File: src/sv/mpfb_pkg.sv
// shared types and codes for the page-ordered frame store
package mpfb_pkg;

	localparam logic [1:0] MODE_PIXEL = 2'd0;
	localparam logic [1:0] MODE_LINE  = 2'd1;
	localparam logic [1:0] MODE_FILL  = 2'd2;
	localparam logic [1:0] MODE_READ  = 2'd3;

	localparam logic [1:0] PEN_SET   = 2'd0;
	localparam logic [1:0] PEN_ERASE = 2'd1;
	localparam logic [1:0] PEN_INV   = 2'd2;

	localparam logic [7:0] BYTE_ONES  = 8'hFF;
	localparam logic [7:0] BYTE_ZEROS = 8'h00;

	typedef struct packed {
		logic [1:0] mode;
		logic [7:0] x_a;
		logic [7:0] y_a;
		logic [7:0] x_b;
		logic [7:0] y_b;
		logic [1:0] pen;
	} in_t;

	typedef struct packed {
		logic [7:0] column_byte;
		logic       read_valid;
	} res_t;

	typedef enum logic [1:0] {
		K_WALK,
		K_FILL,
		K_READ,
		K_NOP
	} kind_t;

	typedef struct packed {
		kind_t      kind;
		logic [1:0] pen;
		logic [7:0] x0;
		logic [7:0] y0;
		logic [7:0] cnt;
		logic       col_step;
		logic       dec;
		logic [7:0] dx_abs;
		logic [7:0] dy_abs;
		logic       dy_neg;
		logic       rd_ok;
	} cmd_t;

endpackage

File: src/sv/mpfb_front.sv
// command classifier: turns an input item into a walk, fill, read or no-op
module mpfb_front import mpfb_pkg::*; #(
	parameter int SCREEN_WIDTH = 128,
	parameter int PAGES        = 8
) (
	input  in_t  item,
	output cmd_t cmd
);

	logic [7:0] dx_abs;
	logic [7:0] dy_abs;
	logic       x_rev;
	logic       y_rev;

	always_comb begin
		x_rev  = item.x_b < item.x_a;
		y_rev  = item.y_b < item.y_a;
		dx_abs = x_rev ? item.x_a - item.x_b : item.x_b - item.x_a;
		dy_abs = y_rev ? item.y_a - item.y_b : item.y_b - item.y_a;

		cmd          = '0;
		cmd.kind     = K_NOP;
		cmd.pen      = item.pen;
		cmd.x0       = item.x_a;
		cmd.y0       = item.y_a;
		cmd.col_step = 1'b1;
		cmd.rd_ok    = ({1'b0, item.x_a} < 9'(SCREEN_WIDTH)) &&
			({1'b0, item.y_a} < 9'(PAGES));

		unique case (item.mode)
			MODE_PIXEL: begin
				// a single point is a walk with no steps
				cmd.kind = K_WALK;
			end
			MODE_LINE: begin
				cmd.kind = K_WALK;
				if (item.x_a == item.x_b && item.y_a != item.y_b) begin
					// vertical run from the lower row up
					cmd.col_step = 1'b0;
					cmd.y0       = y_rev ? item.y_b : item.y_a;
					cmd.cnt      = dy_abs;
				end else begin
					cmd.cnt    = dx_abs;
					cmd.dec    = x_rev;
					cmd.dx_abs = dx_abs;
					cmd.dy_abs = dy_abs;
					cmd.dy_neg = y_rev;
				end
			end
			MODE_FILL: begin
				if (item.pen == PEN_SET || item.pen == PEN_ERASE) begin
					cmd.kind = K_FILL;
				end
			end
			MODE_READ: begin
				cmd.kind = K_READ;
			end
			default: begin
				cmd.kind = K_NOP;
			end
		endcase
	end

endmodule

File: config.mk
export PLATFORM = sky130hd
export DESIGN_NAME = mpfb_front
export DESIGN_NICKNAME = d
export VERILOG_FILES = /design/src/sv/mpfb_pkg.sv /design/src/sv/mpfb_front.sv
export SDC_FILE = /design/constraint.sdc
export NUM_CORES = 1
export LEC_CHECK = 0
export BUFFER_PORTS_ARGS = -buffer_cell sky130_fd_sc_hd__buf_2
export CORE_MARGIN = 1.5
export CORE_UTILIZATION = 45
export DETAILED_ROUTE_END_ITERATION = 10
export PLACE_DENSITY = 0.81
export SYNTH_ARGS = -nofsm -noshare
export SYNTH_HDL_FRONTEND = slang
export SYNTH_SLANG_ARGS = --single-unit
export TNS_END_PERCENT = 100
File: constraint.sdc
create_clock -name vclk -period 3.25
set_input_delay 0.8125 -clock vclk [all_inputs]
set_output_delay 0.8125 -clock vclk [all_outputs]
set_load 0.05 [all_outputs]
==> out/results.tsv, run 1 <==
stage	metric	value	unit
synth	Synth Area in Compound Gates	0.2598	
run_status	failing step	4_1_cts	
synth	syn_area_per_cell	7.054	um2
clock_network	CTS resizes	167	
synth	post-synthesis sequential area ratio	0	
place	Port Buffer Count	82	
synth	Post-synth top cells	inv_1 (42), ha_1 (32), nand2_1 (20), nor2_1 (20), a21oi_1 (16)	
die	Die Width	66.10	um
synth	Post-Synth Adder-Cell Area	0.2682	
synth	Cell variety after synth	46	
clock_network	Hold-fix buffers, CTS	0	
clock_network	setup repair bufs after CTS	33	
synth	Post-Syn Nets	326	
die	Die Y	66.10	um
synth	synth top area cells	ha_1 (22%), inv_1 (8.8%), xnor2_1 (4.9%)	
synth	yosys warns	0	
die	starting density of the core	0.4786	
die	FP Rows	22	
synth	simple-gate share of the synthesized area	0.2074	
run_status	run status	stopped before the end	
die	Ports	84	
synth	top-count cell post-synth	inv_1	
synth	post-synth top area share	0.2235	
place	gp weighted congestion	0.8954	
synth	Mapped Cells	254	
synth	Netlist Area Pre-Place	0.001792	mm2
place	hpwl dp	5.050	mm
synth	multiplexer share of the synthesized area	0.04469	
synth	main combinational cell family by area after synthesis	adder cells	
synth	XOR/XNOR Fraction of Synth Area	0.05866	
synth	post-synth top area cell	ha_1	
run_status	error message	[ERROR DPL-0038] Utilization greater than 100%, impossible to legalize	
## cells by family after synthesis
kind of cell,after synthesis
compound gates,67
xor+xnor,12
fa+ha+maj,36
buf+inv,59
mux,8
simple gates,72
## through the flow
| stage | cells | cell area (um2) | util | hold WS [ps] | setup slack, ps |
|---|---|---|---|---|---|
| after floorplan | 254 | 2265 | - | 1792 | -294.0 |
| after global placement | 449 | 3218 | 0.8596 | 1626 | -561.4 |
| after detailed placement | 449 | 3218 | 0.8596 | 1626 | -615.5 |
==> run 2: changes to the inputs <==
CORE_UTILIZATION = 40   (was 45)
PLACE_DENSITY = default   (was 0.81)
PLACE_DENSITY_LB_ADDON = 0.15   (was default)
clock period = 4.2 ns   (was 3.25 ns; I/O delays follow)
==> out/results.tsv, run 2 <==
stage	metric	value	unit	change
power_and_ir_drop	clock group share of total power	0		
critical_path	stages on the worst setup path	14		
power_and_ir_drop	Switching Share	0.6169		
synth	post-synth top area cell	ha_1		unchanged
cells_and_area	Sequential Area	0	um2	
cells_and_area	post-layout net count	427		
cells_and_area	antenna cells	0		
route	DR iter-0 viols	50		
flow_run	MaxCap Viol Count	0		
die	core area	0.004324	mm2	
synth	Netlist Area Pre-Place	0.001792	mm2	unchanged
route	DRC	0		
place	Port Buffer Count	82		unchanged
die	Die Width	69.93	um	was 66.10 um
cells_and_area	synthesis-to-finish area growth	47.63	%	
synth	synth top area cells	ha_1 (22%), inv_1 (8.8%), xnor2_1 (4.9%)		unchanged
critical_path	crit-path leading delay family	compound AO/OA/AOI/OAI gates		
critical_path	Worst Setup Path Type	primary input to output pin		
run_status	run status	finished with violations		was stopped before the end
global_route	largest net degree at the start of global routing	17		
critical_path	CP Launch Type	primary input		
sta	Least-Margin Pin Slew	395.8	ps	
place	Cell Area, Placed	0.002402	mm2	was 0.003218 mm2
route	1st-pass router iterations	4		
cells_and_area	post-route cell area	0.002645	mm2	
route	DR vias/cell	5.042		
die	die area	0.004890	mm2	
run_status	failing checks	setup timing		
synth	Cell variety after synth	46		unchanged
route	antenna-violating nets left	0		
global_route	gr ovfl total	0		
critical_path	Max stage delay on crit path	400	ps	
cells_and_area	seq_cells	0		
die	Ports	84		unchanged
critical_path	Critical Path Fanout Max	3		
power_and_ir_drop	leak pwr	1.373	nW	
power_and_ir_drop	Pwr Density	187.7	mW/mm2	
die	Die Y	69.93	um	was 66.10 um
route	Detailed Route WL	4.894	mm	
sta	minimum clock period	4204	ps	
route	via count	2042		
critical_path	worst setup path end	cmd[27]		
sta	final setup fails	1		
sta	RSZ-0062 raised after global routing	yes		
synth	post-synth top area share	0.2235		unchanged
synth	yosys warns	0		unchanged
power_and_ir_drop	sequential share of power	0		
place	gp weighted congestion	0.8092		was 0.8954
global_route	gr usage total	0.1856		
place	Placed Cells	401		was 449
die	starting density of the core	0.4144		was 0.4786
synth	Post-synth top cells	inv_1 (42), ha_1 (32), nand2_1 (20), nor2_1 (20), a21oi_1 (16)		unchanged
critical_path	slowest CP cell	fa_2		
power_and_ir_drop	Psw	0.0003063	W	
place	hpwl dp	4.062	mm	was 5.050 mm
critical_path	CP bufs+invs	5		
cells_and_area	commonest non-fill, non-tap cell in the layout	buf_2		
min_path	worst min path class	primary input to output pin		
sta	period utilization	1.001		
cells_and_area	final cell count without fillers	405		
synth	syn_area_per_cell	7.054	um2	unchanged
sta	Final Hold Vio Count	0		
sta	worst rel slew slack	0.7356		
sta	final worst slack	-4.238	ps	
synth	Mapped Cells	254		unchanged
critical_path	critical path arrival	3150	ps	
critical_path	start point of the critical path	item[2]		
cells_and_area	commonest cells after routing, fill and taps aside	buf_2 (64), buf_4 (38), inv_1 (37), ha_1 (28), nand2_1 (19)		
synth	top-count cell post-synth	inv_1		unchanged
synth	post-synthesis sequential area ratio	0		unchanged
power_and_ir_drop	VDD IR max	0.1041	mV	
critical_path	Worst path most repeated cell	buf_6		
synth	Post-Syn Nets	326		unchanged
critical_path	CP required	3150	ps	
die	FP Rows	24		was 22
sta	max-slew violations	0		
power_and_ir_drop	P_int	0.0001903	W	
cells_and_area	share of cells above drive strength 1	0.4759		
critical_path	critical path, cell by cell	buf_8 > inv_4 > ha_4 > inv_2 > fa_2 > nand3_4 > a21oi_4 > buf_6 > o31a_4 > a211oi_2 > o21ai_2 > xnor2_2 > o22ai_2 > buf_6		
route	mean routed wirelength per cell	12.08	um	
sta	Fmax	237.9	MHz	
global_route	first-pass GRT wire length	7.941	mm	
critical_path	CP endpoint kind	output pin		
power_and_ir_drop	logic gate share of total power	1.000		
cells_and_area	CLK BUF	0		
global_route	vias in the first global route	1830		
global_route	initial antenna violation count	0		
-- run 2: cell counts after synthesis --
No cell type changed its count.
-- run 2: layout make-up --
type	count	area, um2
multi-input cells	195	1674
well taps	52	65.06
fillers	405	1679
repair buffers	116	745.7
inverters	42	160.2
-- run 2: how the worst min path moves through the flow --
| stage | slack, ps | startpoint | cells after the start | endpoint |
|---|---|---|---|---|
| global route | 2100 | item[0] | 0 | cmd[44] |
| CTS | 2100 | item[0] | 0 | cmd[44] |
| global placement | 2100 | item[0] | 0 | cmd[44] |
| detailed placement | 2100 | item[0] | 0 | cmd[44] |
| floorplan | 2270 | item[26] | 1 | cmd[36] |
| finish | 2100 | item[0] | 0 | cmd[44] |
-- run 2: layer usage --
metal / global-route usage / wire [um] / vias to the layer above
met4: 0 / 0 / 0
met2: 0.3185 / 2292 / 67
li1: - / - / 1046
met5: 0 / 0 / -
met3: 0.008658 / 288 / 0
met1: 0.2743 / 2313 / 929
-- run 2: per-stage QoR --
step	setup WS (ps)	setup TNS (ps)	utilization	total power (W)	hold slack, ps
after floorplan	-248.0	-1915	-	0.0003341	2267
after global placement	-35.33	-35.33	0.5556	0.0004449	2101
after detailed placement	-51.44	-79.49	0.5556	0.0004474	2101
after CTS	-2.364	-3.921	0.5625	0.0004573	2101
after global routing	-119.1	-229.2	0.6117	0.0005366	2100
final	-4.238	-4.238	0.6117	0.0004966	2100
-- run 2: what timing repair did --
item | 4_1_cts | 5_1_grt
pin swaps | 2 | 19
resized for setup | 6 | 55
gates cloned | 0 | 0
endpoints found under the setup margin | 3 | 28
setup buffers | 1 | 3
hold buffers | 0 | 0
-- run 2: cells by family after synthesis --
kind of cell,after synthesis,share of synthesized area
compound gates,67,0.2598
fa+ha+maj,36,0.2682
simple gates,72,0.2074
xor+xnor,12,0.05866
mux,8,0.04469
buf+inv,59,0.1613
-- run 2: power groups by stage --
stage	Clock [W]	Sequential, W	Combinational [W]
finish	0	0	0.000497
CTS	0	0	0.000457
detailed placement	0	0	0.000447
global route	0	0	0.000537
global placement	0	0	0.000445
floorplan	0	0	0.000334
Note: power is estimated with default switching activity, not from simulation.
