### config.mk
export PLATFORM = sky130hd
export DESIGN_NAME = mpfb_cmdq
export DESIGN_NICKNAME = d
export VERILOG_FILES = /design/src/sv/mpfb_pkg.sv /design/src/sv/mpfb_cmdq.sv
export SDC_FILE = /design/constraint.sdc
export NUM_CORES = 1
export LEC_CHECK = 0
export ABC_CLOCK_PERIOD_IN_PS = 3800
export BUFFER_PORTS_ARGS = -buffer_cell sky130_fd_sc_hd__buf_2
export CORE_UTILIZATION = 30
export DETAILED_ROUTE_END_ITERATION = 7
export HOLD_SLACK_MARGIN = 0.1
export SYNTH_ARGS = -nofsm -noshare
export SYNTH_HDL_FRONTEND = slang
export SYNTH_SLANG_ARGS = --single-unit
### constraint.sdc
create_clock -name clk -period 3.8 [get_ports clk]
set_clock_uncertainty 0.15 [all_clocks]
set_input_delay 0.19 -clock clk [delete_from_list [all_inputs] [get_ports clk]]
set_output_delay 0.19 -clock clk [all_outputs]
set_load 0.03 [all_outputs]
### src/sv/mpfb_pkg.sv
// shared types and codes for the page-ordered frame store
package mpfb_pkg;

	localparam logic [1:0] MODE_PIXEL = 2'd0;
	localparam logic [1:0] MODE_LINE  = 2'd1;
	localparam logic [1:0] MODE_FILL  = 2'd2;
	localparam logic [1:0] MODE_READ  = 2'd3;

	localparam logic [1:0] PEN_SET   = 2'd0;
	localparam logic [1:0] PEN_ERASE = 2'd1;
	localparam logic [1:0] PEN_INV   = 2'd2;

	localparam logic [7:0] BYTE_ONES  = 8'hFF;
	localparam logic [7:0] BYTE_ZEROS = 8'h00;

	typedef struct packed {
		logic [1:0] mode;
		logic [7:0] x_a;
		logic [7:0] y_a;
		logic [7:0] x_b;
		logic [7:0] y_b;
		logic [1:0] pen;
	} in_t;

	typedef struct packed {
		logic [7:0] column_byte;
		logic       read_valid;
	} res_t;

	typedef enum logic [1:0] {
		K_WALK,
		K_FILL,
		K_READ,
		K_NOP
	} kind_t;

	typedef struct packed {
		kind_t      kind;
		logic [1:0] pen;
		logic [7:0] x0;
		logic [7:0] y0;
		logic [7:0] cnt;
		logic       col_step;
		logic       dec;
		logic [7:0] dx_abs;
		logic [7:0] dy_abs;
		logic       dy_neg;
		logic       rd_ok;
	} cmd_t;

endpackage

### src/sv/mpfb_cmdq.sv
// two-entry command queue between classifier and executor
module mpfb_cmdq import mpfb_pkg::*; (
	input  logic clk,
	input  logic arst_n,
	input  logic wr,
	input  cmd_t wr_cmd,
	output logic q_full,
	input  logic rd,
	output cmd_t rd_cmd,
	output logic q_empty
);

	cmd_t       slot_q [2];
	logic       wr_ptr_q;
	logic       rd_ptr_q;
	logic [1:0] cnt_q;
	logic       do_wr;
	logic       do_rd;

	assign q_full  = cnt_q == 2'd2;
	assign q_empty = cnt_q == 2'd0;
	assign rd_cmd  = slot_q[rd_ptr_q];
	assign do_wr   = wr && !q_full;
	assign do_rd   = rd && !q_empty;

	always_ff @(posedge clk) begin
		if (do_wr) begin
			slot_q[wr_ptr_q] <= wr_cmd;
		end
	end

	always_ff @(posedge clk or negedge arst_n) begin
		if (!arst_n) begin
			wr_ptr_q <= 1'b0;
			rd_ptr_q <= 1'b0;
			cnt_q    <= 2'd0;
		end else begin
			if (do_wr) begin
				wr_ptr_q <= !wr_ptr_q;
			end
			if (do_rd) begin
				rd_ptr_q <= !rd_ptr_q;
			end
			case ({do_wr, do_rd})
				2'b10:   cnt_q <= cnt_q + 2'd1;
				2'b01:   cnt_q <= cnt_q - 2'd1;
				default: cnt_q <= cnt_q;
			endcase
		end
	end

	a_cnt_range: assert property (@(posedge clk) disable iff (!arst_n)
		cnt_q != 2'd3)
		else $error("queue count out of range");

	a_push_lands: assert property (@(posedge clk) disable iff (!arst_n)
		do_wr && !do_rd |=> !q_empty)
		else $error("pushed item lost");

	a_ptr_gap: assert property (@(posedge clk) disable iff (!arst_n)
		(cnt_q == 2'd1) |-> (wr_ptr_q != rd_ptr_q))
		else $error("queue pointers disagree with count");

endmodule

Word level (Yosys, flattened, before mapping). Memory sizes are Yosys's and may differ from the RTL's. Cells that the tools add are included.

Bits in read-only memories: 0. Latch bits: 0. Bits in writable memories: 96. Memories kept: 1. Bits in registers: 4. Bits of input ports: 52. Word-level logic and storage cells: 20.

Memories: slot_q (words 2, width 48, read ports 1, clocked after memory_dff 0, wr ports 1, RTL line mpfb_cmdq.sv:13) `cmd_t slot_q [2];`.

Add/sub/neg operators: 2. Reduce and logical (&&, ||, !) cells: 8. Shift operators: 0. Bitwise logic cells: 0. Order comparisons: 0. Divide/modulo/power cells: 0. Multipliers: 0. Multiplexer cells: 3. Equal/unequal tests: 3.

Operators by type and width (count): 2-bit equality test, second input constant (2); 1-bit zero test (4); 2-bit case mux with 2 select lines (1); 2-bit by 1-bit adder with 2-bit output, second input constant (1); 2-bit by 1-bit equality test with 1-bit output, second input constant (1); 1-bit logical AND (2); 2-bit zero test (1); 1-bit two-way mux (2); 2-bit nonzero test (1); 2-bit by 1-bit subtractor with 2-bit output, second input constant (1).

Longest topological paths before layout. Gate-level depths: netlist of run 1.

Depth after elaboration: 5. Gate-level depth with buffers: 6.

Worst setup path after synthesis of run 1. Ideal clock, no wire load.

Kind: flip-flop to flip-flop. Start: reg cnt_q[0]. End: mem slot_q[0][0] in the netlist's numbering, enable pin. Required time: 3.196 ns. Setup time: 0.454 ns. Period minus slack after synthesis: 3.255 ns. Setup slack: 0.545 ns. Arrival time: 2.652 ns. Stages on the path, launching flop included: 4. Cell sequence: dfrtp_1 -> nand2b_1 -> nand2_1 -> nor2_1.

Word-level cells in the longest chain between the ends: 5.

RTL lines: from (decl) (RTL line mpfb_cmdq.sv:16) `logic [1:0] cnt_q;`; from (signal assigned) (RTL line mpfb_cmdq.sv:45) `2'b10: cnt_q <= cnt_q + 2'd1;`; from (signal assigned) (RTL line mpfb_cmdq.sv:46) `2'b01: cnt_q <= cnt_q - 2'd1;`; from (signal assigned) (RTL line mpfb_cmdq.sv:47) `default: cnt_q <= cnt_q;`; 2-bit equality test (RTL line mpfb_cmdq.sv:20) `assign q_full = cnt_q == 2'd2;`; 1-bit zero test (RTL line mpfb_cmdq.sv:23) `assign do_wr = wr && !q_full;`; 1-bit logical AND (RTL line mpfb_cmdq.sv:23); 1-bit two-way mux (RTL line mpfb_cmdq.sv:27) `if (do_wr) begin`; 1-bit two-way mux (not written as such) (RTL line mpfb_cmdq.sv:28) `slot_q[wr_ptr_q] <= wr_cmd;`; to (decl) (RTL line mpfb_cmdq.sv:13).

Every way passes these cells.

==> metrics, run 1 <==
Num CTS Buffers=9; Final Core Density=43.3%; CP Data Arrival Time=2.16 ns; Worst setup EP type=output pin; async set-reset flop share out of synthesis=4.00%; synthesized instance count=167; post-route design area=0.00520 mm^2; Syn Nets=220; endpoints failing hold=0; Port Buffers=101; num rows=40; startpoint types=register; most common cell in the netlist=edfxtp_1; drt initial violations=50; drt drc=0; Die Width=113 um; r2r setup slk=1.67 ns; # setup viols final=0; run status=finished clean; Worst Max-Slew Pin Slew=1.19 ns; register area share after synthesis=80.5%; final period utilization=65.8%; final worst slack=1.30 ns; unrepaired setup endpoints after global routing=no; routability cong.=0.623; post-synthesis register bit count=100; dpl cells=413; Final Max Slew Viols=0; vias per inst=4.23; maximum clock rate=0.400 GHz; CTS HTree Levels=3; dpl hpwl=4.03 mm; VDD IR max=528 uV; worst skew pair latency=0.34 ns; initial antenna violation count=0; clock tree buffer depth=2; CP required=3.46 ns; worst hold path class=reg2reg; share of cells above drive strength 1=50.0%; Global Route Usage Sum=11.1%; total number of vias=2034; share of the synthesized area in the top cell type=77.8%; final hold slack=0.370 ns; Clk pin slew, worst setup/hold paths=0.06 ns; Root Driver=clkbuf_16; CP Class=reg2out; Synth Flop Type=edfxtp_1; Rel. slew slack=20.4%; Fin Setup TNS=0 ns; syn avg cell area=22.2 um^2; Die Ht=113 um; Leakage=2.00 nW; DIE AREA=0.0128 mm^2; Core Box Area=0.0120 mm^2; Synth-to-Final Area Change=40.5%; library cells used by synthesis=16; pin count of the biggest net entering global routing=49; DR pass1 iterations=4; most frequent cells after synthesis=edfxtp_1 (96), mux2_2 (38), mux2_4 (10), dfrtp_1 (4); min Tclk post-route=2.50 ns; largest cells by area after synthesis=edfxtp_1 (78%), mux2_2 (12%), mux2_4 (4.1%); PD cells=767 mW/mm^2; Yosys Warn Count=0; # IOs=102; biggest area consumer among synthesized cells=edfxtp_1; Initial Util=30.8%; Sink Count=100; vias in the first global route=2083; total gr overflow=0; worst slack at placement=1.61 ns; final wirelength=6.68 mm; final net count=382; CTS tree=built; DP Area=0.00438 mm^2; drt wl/cell=13.9 um; max-cap viol count=0; Antenna Nets Post-Route=0; first-pass GRT wire length=10.4 mm; Mapped Area=0.00370 mm^2; Ant. Diodes=0; Overall Power=3.99 mW; Crit Path Max Fanout=25; Post-synth EDFFs=96; fin cells=481
## state kept, by name (all words and copies together) (netlist names)
name / count
cnt_q: 2
rd_ptr_q: 1
slot_q: 96
wr_ptr_q: 1
## routing by layer
metal | global-route usage [%] | part of all wire (%)
met1 | 12.9 | 44
met2 | 18.0 | 48
met3 | 3.70 | 5.3
met4 | 6.32 | 2.3
met5 | 0 | 0
## cell type report
type / instances / area (um^2)
fillers: 1081 / 6810
well taps: 147 / 184
clock buffers: 10 / 229
multi-input cells: 61 / 677
inverters: 1 / 3.75
flip-flops and latches: 100 / 2980
repair buffers: 156 / 1050
clock inverters: 6 / 78.8
## power by group
part / leakage [nW] / internal, mW / switching (mW)
logic: 0.913 / 0.537 / 0.889
clock network: 0.145 / 0.570 / 0.367
registers: 0.937 / 1.51 / 0.117
## path summary, 6_finish.rpt
check                          from           end  cells past startpoint
setup / recovery           rd_ptr_q     rd_cmd[3]                      3
hold / removal             cnt_q[1]      cnt_q[1]                      1
setup reg to reg           cnt_q[0]  slot_q[1][2]                      2
hold reg to reg            cnt_q[1]      cnt_q[1]                      1
max in group asynchronous    arst_n      rd_ptr_q                      3
min in group asynchronous    arst_n      cnt_q[1]                      3
## kinds of logic (layout without fill, tap and decap cells)
logic type               after synthesis  in the layout  share of synthesized area [%]
multiplexers                          48             48                           15.6
XOR/XNOR                               5              5                           1.18
flip-flops                           100            100                           80.5
buffers and inverters                  6            173                           1.42
adder cells (fa/ha/maj)                1              1                          0.338
AND/OR/NAND/NOR                        7              7                          0.912
## placed cells by master, fill, tap and decap left out
master / netlist / final
nor2b_1: 1 / 1
clkbuf_1: 0 / 1
xnor2_1: 3 / 3
dlygate4sd3_1: 0 / 52
clkinvlp_4: 0 / 1
xor2_1: 2 / 2
and3_2: 0 / 1
clkinv_1: 0 / 3
ha_1: 1 / 1
buf_2: 0 / 101
dfrtp_1: 4 / 3
mux2_2: 38 / 38
clkbuf_16: 0 / 9
dfrtp_2: 0 / 1
inv_1: 1 / 1
edfxtp_1: 96 / 96
buf_4: 3 / 3
nand2_1: 1 / 1
nor2_4: 0 / 1
bufinv_16: 0 / 2
nand2b_1: 1 / 1
nor2_1: 3 / 2
mux2_4: 10 / 10
## critical path, cell delays in order (launching register included)
cell and delay, ns:
dfrtp_2 0.75, buf_4 0.46, mux2_2 0.40, buf_2 0.18
## what timing repair did
item | 4_1_cts | 5_1_grt
hold buffers | 52 | 0
resized for setup | 0 | 0
hold endpoints to repair | 102 | 0
setup buffers | 0 | 0
Power figures use the tool's default switching activity.
==> run 2: changes to the inputs <==
--- a/config.mk
+++ b/config.mk
@@ -5,7 +5,7 @@
 export SDC_FILE = /design/constraint.sdc
 export NUM_CORES = 1
 export LEC_CHECK = 0
-export ABC_CLOCK_PERIOD_IN_PS = 3800
+export ABC_CLOCK_PERIOD_IN_PS = 2150
 export BUFFER_PORTS_ARGS = -buffer_cell sky130_fd_sc_hd__buf_2
 export CORE_UTILIZATION = 30
 export DETAILED_ROUTE_END_ITERATION = 7
==> constraint.sdc (replaced) <==
create_clock -name clk -period 2.15 [get_ports clk]
set_clock_uncertainty 0.15 [all_clocks]
set_input_delay 0.1075 -clock clk [delete_from_list [all_inputs] [get_ports clk]]
set_output_delay 0.1075 -clock clk [all_outputs]
set_load 0.03 [all_outputs]
==> metrics, run 2 (synthesis gave the netlist of run 1 again) <==
CP Class=reg2out; Global Route Usage Sum=10.9% (-0.20 points); unrepaired setup endpoints after global routing=no; # setup viols final=0 (unchanged); Worst Max-Slew Pin Slew=0.399 ns (-0.795 ns); post-route design area=0.00517 mm^2 (-0.60%); dpl hpwl=4.12 mm (+2.3%); CP required=1.89 ns (-1.57 ns); DP Area=0.00440 mm^2 (+0.51%); Root Driver=clkbuf_16; Worst Hold Path Cells=2 (+1); # fillers=1086 (+0.46%); vias in the first global route=2134 (+2.4%); final period utilization=87.7%; final wirelength=6.53 mm (-2.3%); Antenna Nets Post-Route=0 (unchanged); pin count of the biggest net entering global routing=28 (-43%); Core Box Area=0.0120 mm^2 (unchanged); Fin Setup TNS=0 ns (unchanged); min Tclk post-route=1.89 ns; Num CTS Buffers=9 (unchanged); Clk pin slew, worst setup/hold paths=0.06 ns (about the same); maximum clock rate=0.530 GHz; Final Max Slew Viols=0 (unchanged); commonest non-fill, non-tap cell in the layout=buf_2; max-cap viol count=0 (unchanged); DR pass1 iterations=4 (unchanged); Final Core Density=43.1% (-0.26 points); Port Buffers=101 (unchanged); post-CTS setup buffer count=0 (unchanged); r2r setup slk=0.50 ns (-1.17 ns); run status=finished clean; Hold Path End=slot_q[1][8]; Reg with most FFs=slot_q; Largest register FFs=96 (unchanged); Overall Power=6.83 mW (+71%); initial antenna violation count=0 (unchanged); total gr overflow=0 (unchanged); CTS tree=built; Sink Count=100 (unchanged); first-pass GRT wire length=10.3 mm (-0.93%); drt drc=0 (unchanged); clock tree buffer depth=2 (unchanged); worst skew pair latency=0.33 ns (about the same); leading registers by flop count=slot_q (96), cnt_q (2); Crit Path Max Fanout=27 (+8.0%); Ant. Diodes=0 (unchanged); total number of vias=2043 (+0.44%); num rows=40 (unchanged); Rel. slew slack=73.4% (+53 points); drt wl/cell=13.5 um (-3.0%); most frequent cells in the layout=buf_2 (101), edfxtp_1 (96), dlygate4sd3_1 (52); Synth-to-Final Area Change=39.7%; Initial Util=30.8% (unchanged); FF-to-FF path depth=4 (+2); Reg-to-Reg End=slot_q[0][20]; startpoint types=register; share of cells above drive strength 1=50.1% (+0.15 points); Die Ht=113 um (unchanged); final net count=385 (+0.79%); vias per inst=4.22 (-0.18%); Worst R2R Start=cnt_q[0]; worst hold path class=in2reg; CTS HTree Levels=3 (unchanged); VDD IR max=791 uV (+50%); Leakage=1.99 nW (-0.25%); endpoints failing hold=0 (unchanged); PD cells=1320 mW/mm^2 (+72%); Worst setup EP type=output pin; CP Data Arrival Time=1.63 ns (-0.53 ns); # IOs=102 (unchanged); routability cong.=0.697 (+12%); Die Width=113 um (unchanged); hold path startpoint=wr_cmd[8]; DIE AREA=0.0128 mm^2 (unchanged); drt initial violations=69 (+38%)
[run 2: cell types whose count changed in the layout (fill, tap and decap cells not counted), sizes merged]
cell,delta
clkinvlp,-1
bufinv,-2
buf,+3
clkbuf,+3
[run 2: worst max-delay path, cell delays in order (launching register included)]
cell and delay (ns):
dfrtp_2 0.35, buf_4 0.36, mux2_2 0.40, buf_2 0.18
[run 2: metrics by stage]
stage / hold WS [ns] / cells / worst slack [ns]
final: 0.340 / 484 / 0.264
after global routing: 0.328 / 484 / 0.176
after CTS: 0.320 / 484 / 0.220
after detailed placement: -0.231 / 416 / 0.493
after global placement: -0.233 / 416 / 0.521
after floorplan: -0.338 / 167 / 0.209
[run 2: layout make-up]
type | count | area (um^2) | area share [%]
well taps | 147 | 184 | 3.56
flip-flops and latches | 100 | 2980 | 57.7
clock inverters | 3 | 13.8 | 0.266
multi-input cells | 61 | 677 | 13.1
repair buffers | 159 | 1070 | 20.7
clock buffers | 13 | 240 | 4.64
inverters | 1 | 3.75 | 0.0726
[run 2: worst max-delay path by stage]
stage | from | endpoint | slack, ns | cells past startpoint
floorplan | cnt_q[0] | slot_q[0][0] | 0.21 | 3
global placement | cnt_q[0] | slot_q[0][26] | 0.52 | 4
detailed placement | cnt_q[0] | slot_q[0][20] | 0.49 | 4
CTS | rd_ptr_q | rd_cmd[39] | 0.22 | 3
global route | rd_ptr_q | rd_cmd[33] | 0.18 | 3
finish | rd_ptr_q | rd_cmd[33] | 0.26 | 3
[run 2: per-layer routing]
metal / vias up / wire (um) / track usage (%) / part of all wire, %
met2: 59 / 3200 / 18.0 / 49
met3: 12 / 295 / 3.43 / 4.5
li1: 982 / - / - / -
met5: - / 0 / 0 / 0
met4: 0 / 163 / 6.58 / 2.5
met1: 990 / 2870 / 12.3 / 44
[run 2: where the power goes]
group	total [mW]	switching, mW	internal [mW]
logic	2.63	1.66	0.977
clock network	1.41	0.630	0.778
registers	2.79	0.118	2.67
[run 2: what timing repair did]
item / in CTS / in global routing
endpoints found under the hold margin: 102 / 0
hold buffers: 52 / 0
gates resized for setup: 0 / 0
==> run 3: changes to the inputs <==
--- a/config.mk
+++ b/config.mk
@@ -10,6 +10,7 @@
 export CORE_UTILIZATION = 30
 export DETAILED_ROUTE_END_ITERATION = 7
 export HOLD_SLACK_MARGIN = 0.1
+export REMOVE_ABC_BUFFERS = 1
 export SYNTH_ARGS = -nofsm -noshare
 export SYNTH_HDL_FRONTEND = slang
 export SYNTH_SLANG_ARGS = --single-unit
==> metrics, run 3 (synthesis gave the netlist of run 1 again) <==
run status=finished clean; post-CTS sizing=0 (unchanged); Max stage delay on crit path=0.39 ns (about the same); Worst Max-Slew Pin Slew=0.395 ns (-0.00364 ns); Num CTS Buffers=9 (unchanged); endpoints failing hold=0 (unchanged); num rows=40 (unchanged); drt wl/cell=13.5 um (+0.21%); Reg-to-Reg End=slot_q[0][37]; total number of vias=2029 (-0.69%); crit-path cells=buf_12 -> mux2_2 -> buf_2; startpoint types=register; drt initial violations=73 (+5.8%); CP Class=reg2out; # fillers=1120 (+3.1%); commonest non-fill, non-tap cell in the layout=buf_2; Global Route Usage Sum=10.8% (-0.021 points); final net count=384 (-0.26%); total gr overflow=0 (unchanged); Crit Path Max Fanout=49 (+81%); Multi-input gate area=677 um^2 (unchanged); Worst setup EP type=output pin; Ant. Diodes=0 (unchanged); CP required=1.89 ns (about the same); CP Launch Point=rd_ptr_q; CP Data Arrival Time=1.59 ns (-0.04 ns); PD cells=1320 mW/mm^2 (-0.10%); first-pass GRT wire length=10.3 mm (about the same); post-route design area=0.00517 mm^2 (unchanged); vias in the first global route=2131 (-0.14%); worst skew pair latency=0.34 ns (about the same); CTS HTree Levels=3 (unchanged); vias per inst=4.21 (-0.27%); Final Core Density=43.1% (unchanged); leading registers by flop count=slot_q (96), cnt_q (2); pin count of the biggest net entering global routing=50 (+79%); final period utilization=86.0% (-1.7 points); Leakage=1.99 nW (-0.15%); # setup viols final=0 (unchanged); routability cong.=0.604 (-13%); drt drc=0 (unchanged); DIE AREA=0.0128 mm^2 (unchanged); Clk pin slew, worst setup/hold paths=0.06 ns (about the same); dpl hpwl=4.07 mm (-1.3%); Initial Util=30.8% (unchanged); Port Buffers=101 (unchanged); r2r setup slk=0.46 ns (-0.04 ns); # IOs=102 (unchanged); initial antenna violation count=0 (unchanged); CTS tree=built; Sink Count=100 (unchanged); Final Max Slew Viols=0 (unchanged); P_int=4.42 mW (about the same); Rel. slew slack=73.7% (+0.24 points); DP Area=0.00440 mm^2 (+0.11%); final wirelength=6.51 mm (-0.20%); Antenna Nets Post-Route=0 (unchanged); min Tclk post-route=1.85 ns (-0.0364 ns); Comb pwr share=38.9% (+0.3 points); Worst R2R Start=cnt_q[0]; Largest register FFs=96 (unchanged); Synth-to-Final Area Change=39.7% (unchanged); CP endpoint=rd_cmd[44]; Core Box Area=0.0120 mm^2 (unchanged); Clock Power Share=20.2% (-0.4 points); Reg with most FFs=slot_q; Root Driver=clkbuf_16; final worst slack=0.300 ns (+0.0364 ns); sequential share of power=40.8% (about the same); max-cap viol count=0 (unchanged); unrepaired setup endpoints after global routing=no; Die Width=113 um (unchanged); worst slack at placement=0.441 ns (-0.0522 ns); most frequent cells in the layout=buf_2 (101), edfxtp_1 (96), dlygate4sd3_1 (52); VDD IR max=836 uV (+5.7%); Sw Share=35.2% (about the same); Storage cell area=0.00298 mm^2 (unchanged); share of cells above drive strength 1=49.9% (-0.30 points); Die Ht=113 um (unchanged); DR pass1 iterations=3 (-1); FF-to-FF path depth=4 (unchanged); clock tree buffer depth=2 (unchanged); switching pwr=2.40 mW (-0.12%); Slowest-stage cell, CP=mux2_2; maximum clock rate=0.541 GHz (+2.0%); worst hold path class=in2reg
[run 3: worst min path at each step]
stage	start	to	slack [ns]	cells after the start
finish	wr_cmd[41]	slot_q[0][41]	0.34	2
global route	wr_cmd[38]	slot_q[1][38]	0.34	2
CTS	wr_cmd[33]	slot_q[1][33]	0.32	2
global placement	arst_n	cnt_q[0]	-0.23	1
floorplan	arst_n	cnt_q[0]	-0.34	0
detailed placement	arst_n	cnt_q[0]	-0.23	1
[run 3: worst max-delay path, delay by kind of cell, from the launching register on]
kind                   cells  cell delay, ns
multiplexers               1            0.39
flip-flops                 1            0.37
buffers and inverters      2            0.46
[run 3: repair_timing]
item / CTS / global route
setup buffers: 0 / 0
hold buffers: 52 / 0
endpoints found under the hold margin: 102 / 0
[run 3: per-layer routing]
| layer | GRT usage, % | share of wire [%] | vias to the layer above |
|---|---|---|---|
| met5 | 0 | 0 | - |
| met4 | 6.05 | 2.3 | 0 |
| met3 | 3.75 | 5.4 | 13 |
| met2 | 18.7 | 51 | 59 |
| met1 | 11.7 | 41 | 978 |
| li1 | - | - | 979 |
[run 3: cell type report]
class                      instances  share of cell area (%)
sequential                       100                    57.7
multi-input combinational         61                    13.1
timing repair buffer             158                    20.8
tap                              147                    3.56
clock inverter                     5                   0.387
inverter                           1                  0.0726
clock buffer                      10                    4.43
[run 3: power groups by stage]
stage / clock network [mW] / logic, mW / registers (mW)
6_report: 1.38 / 2.66 / 2.78
5_1_grt: 1.51 / 2.84 / 2.82
3_3_place_gp: 0 / 2.64 / 2.81
4_1_cts: 1.43 / 2.72 / 2.79
2_1_floorplan: 0 / 1.77 / 2.95
3_5_place_dp: 0 / 2.64 / 2.83
[run 3: per-stage QoR]
step	hold WS [ns]	power, mW	std cells	setup TNS, ns
after detailed placement	-0.230	5.47	415	0
after floorplan	-0.338	4.72	162	-60.88
after CTS	0.322	6.95	482	0
after global routing	0.336	7.17	482	0
after global placement	-0.234	5.44	415	0
final	0.339	6.82	482	0
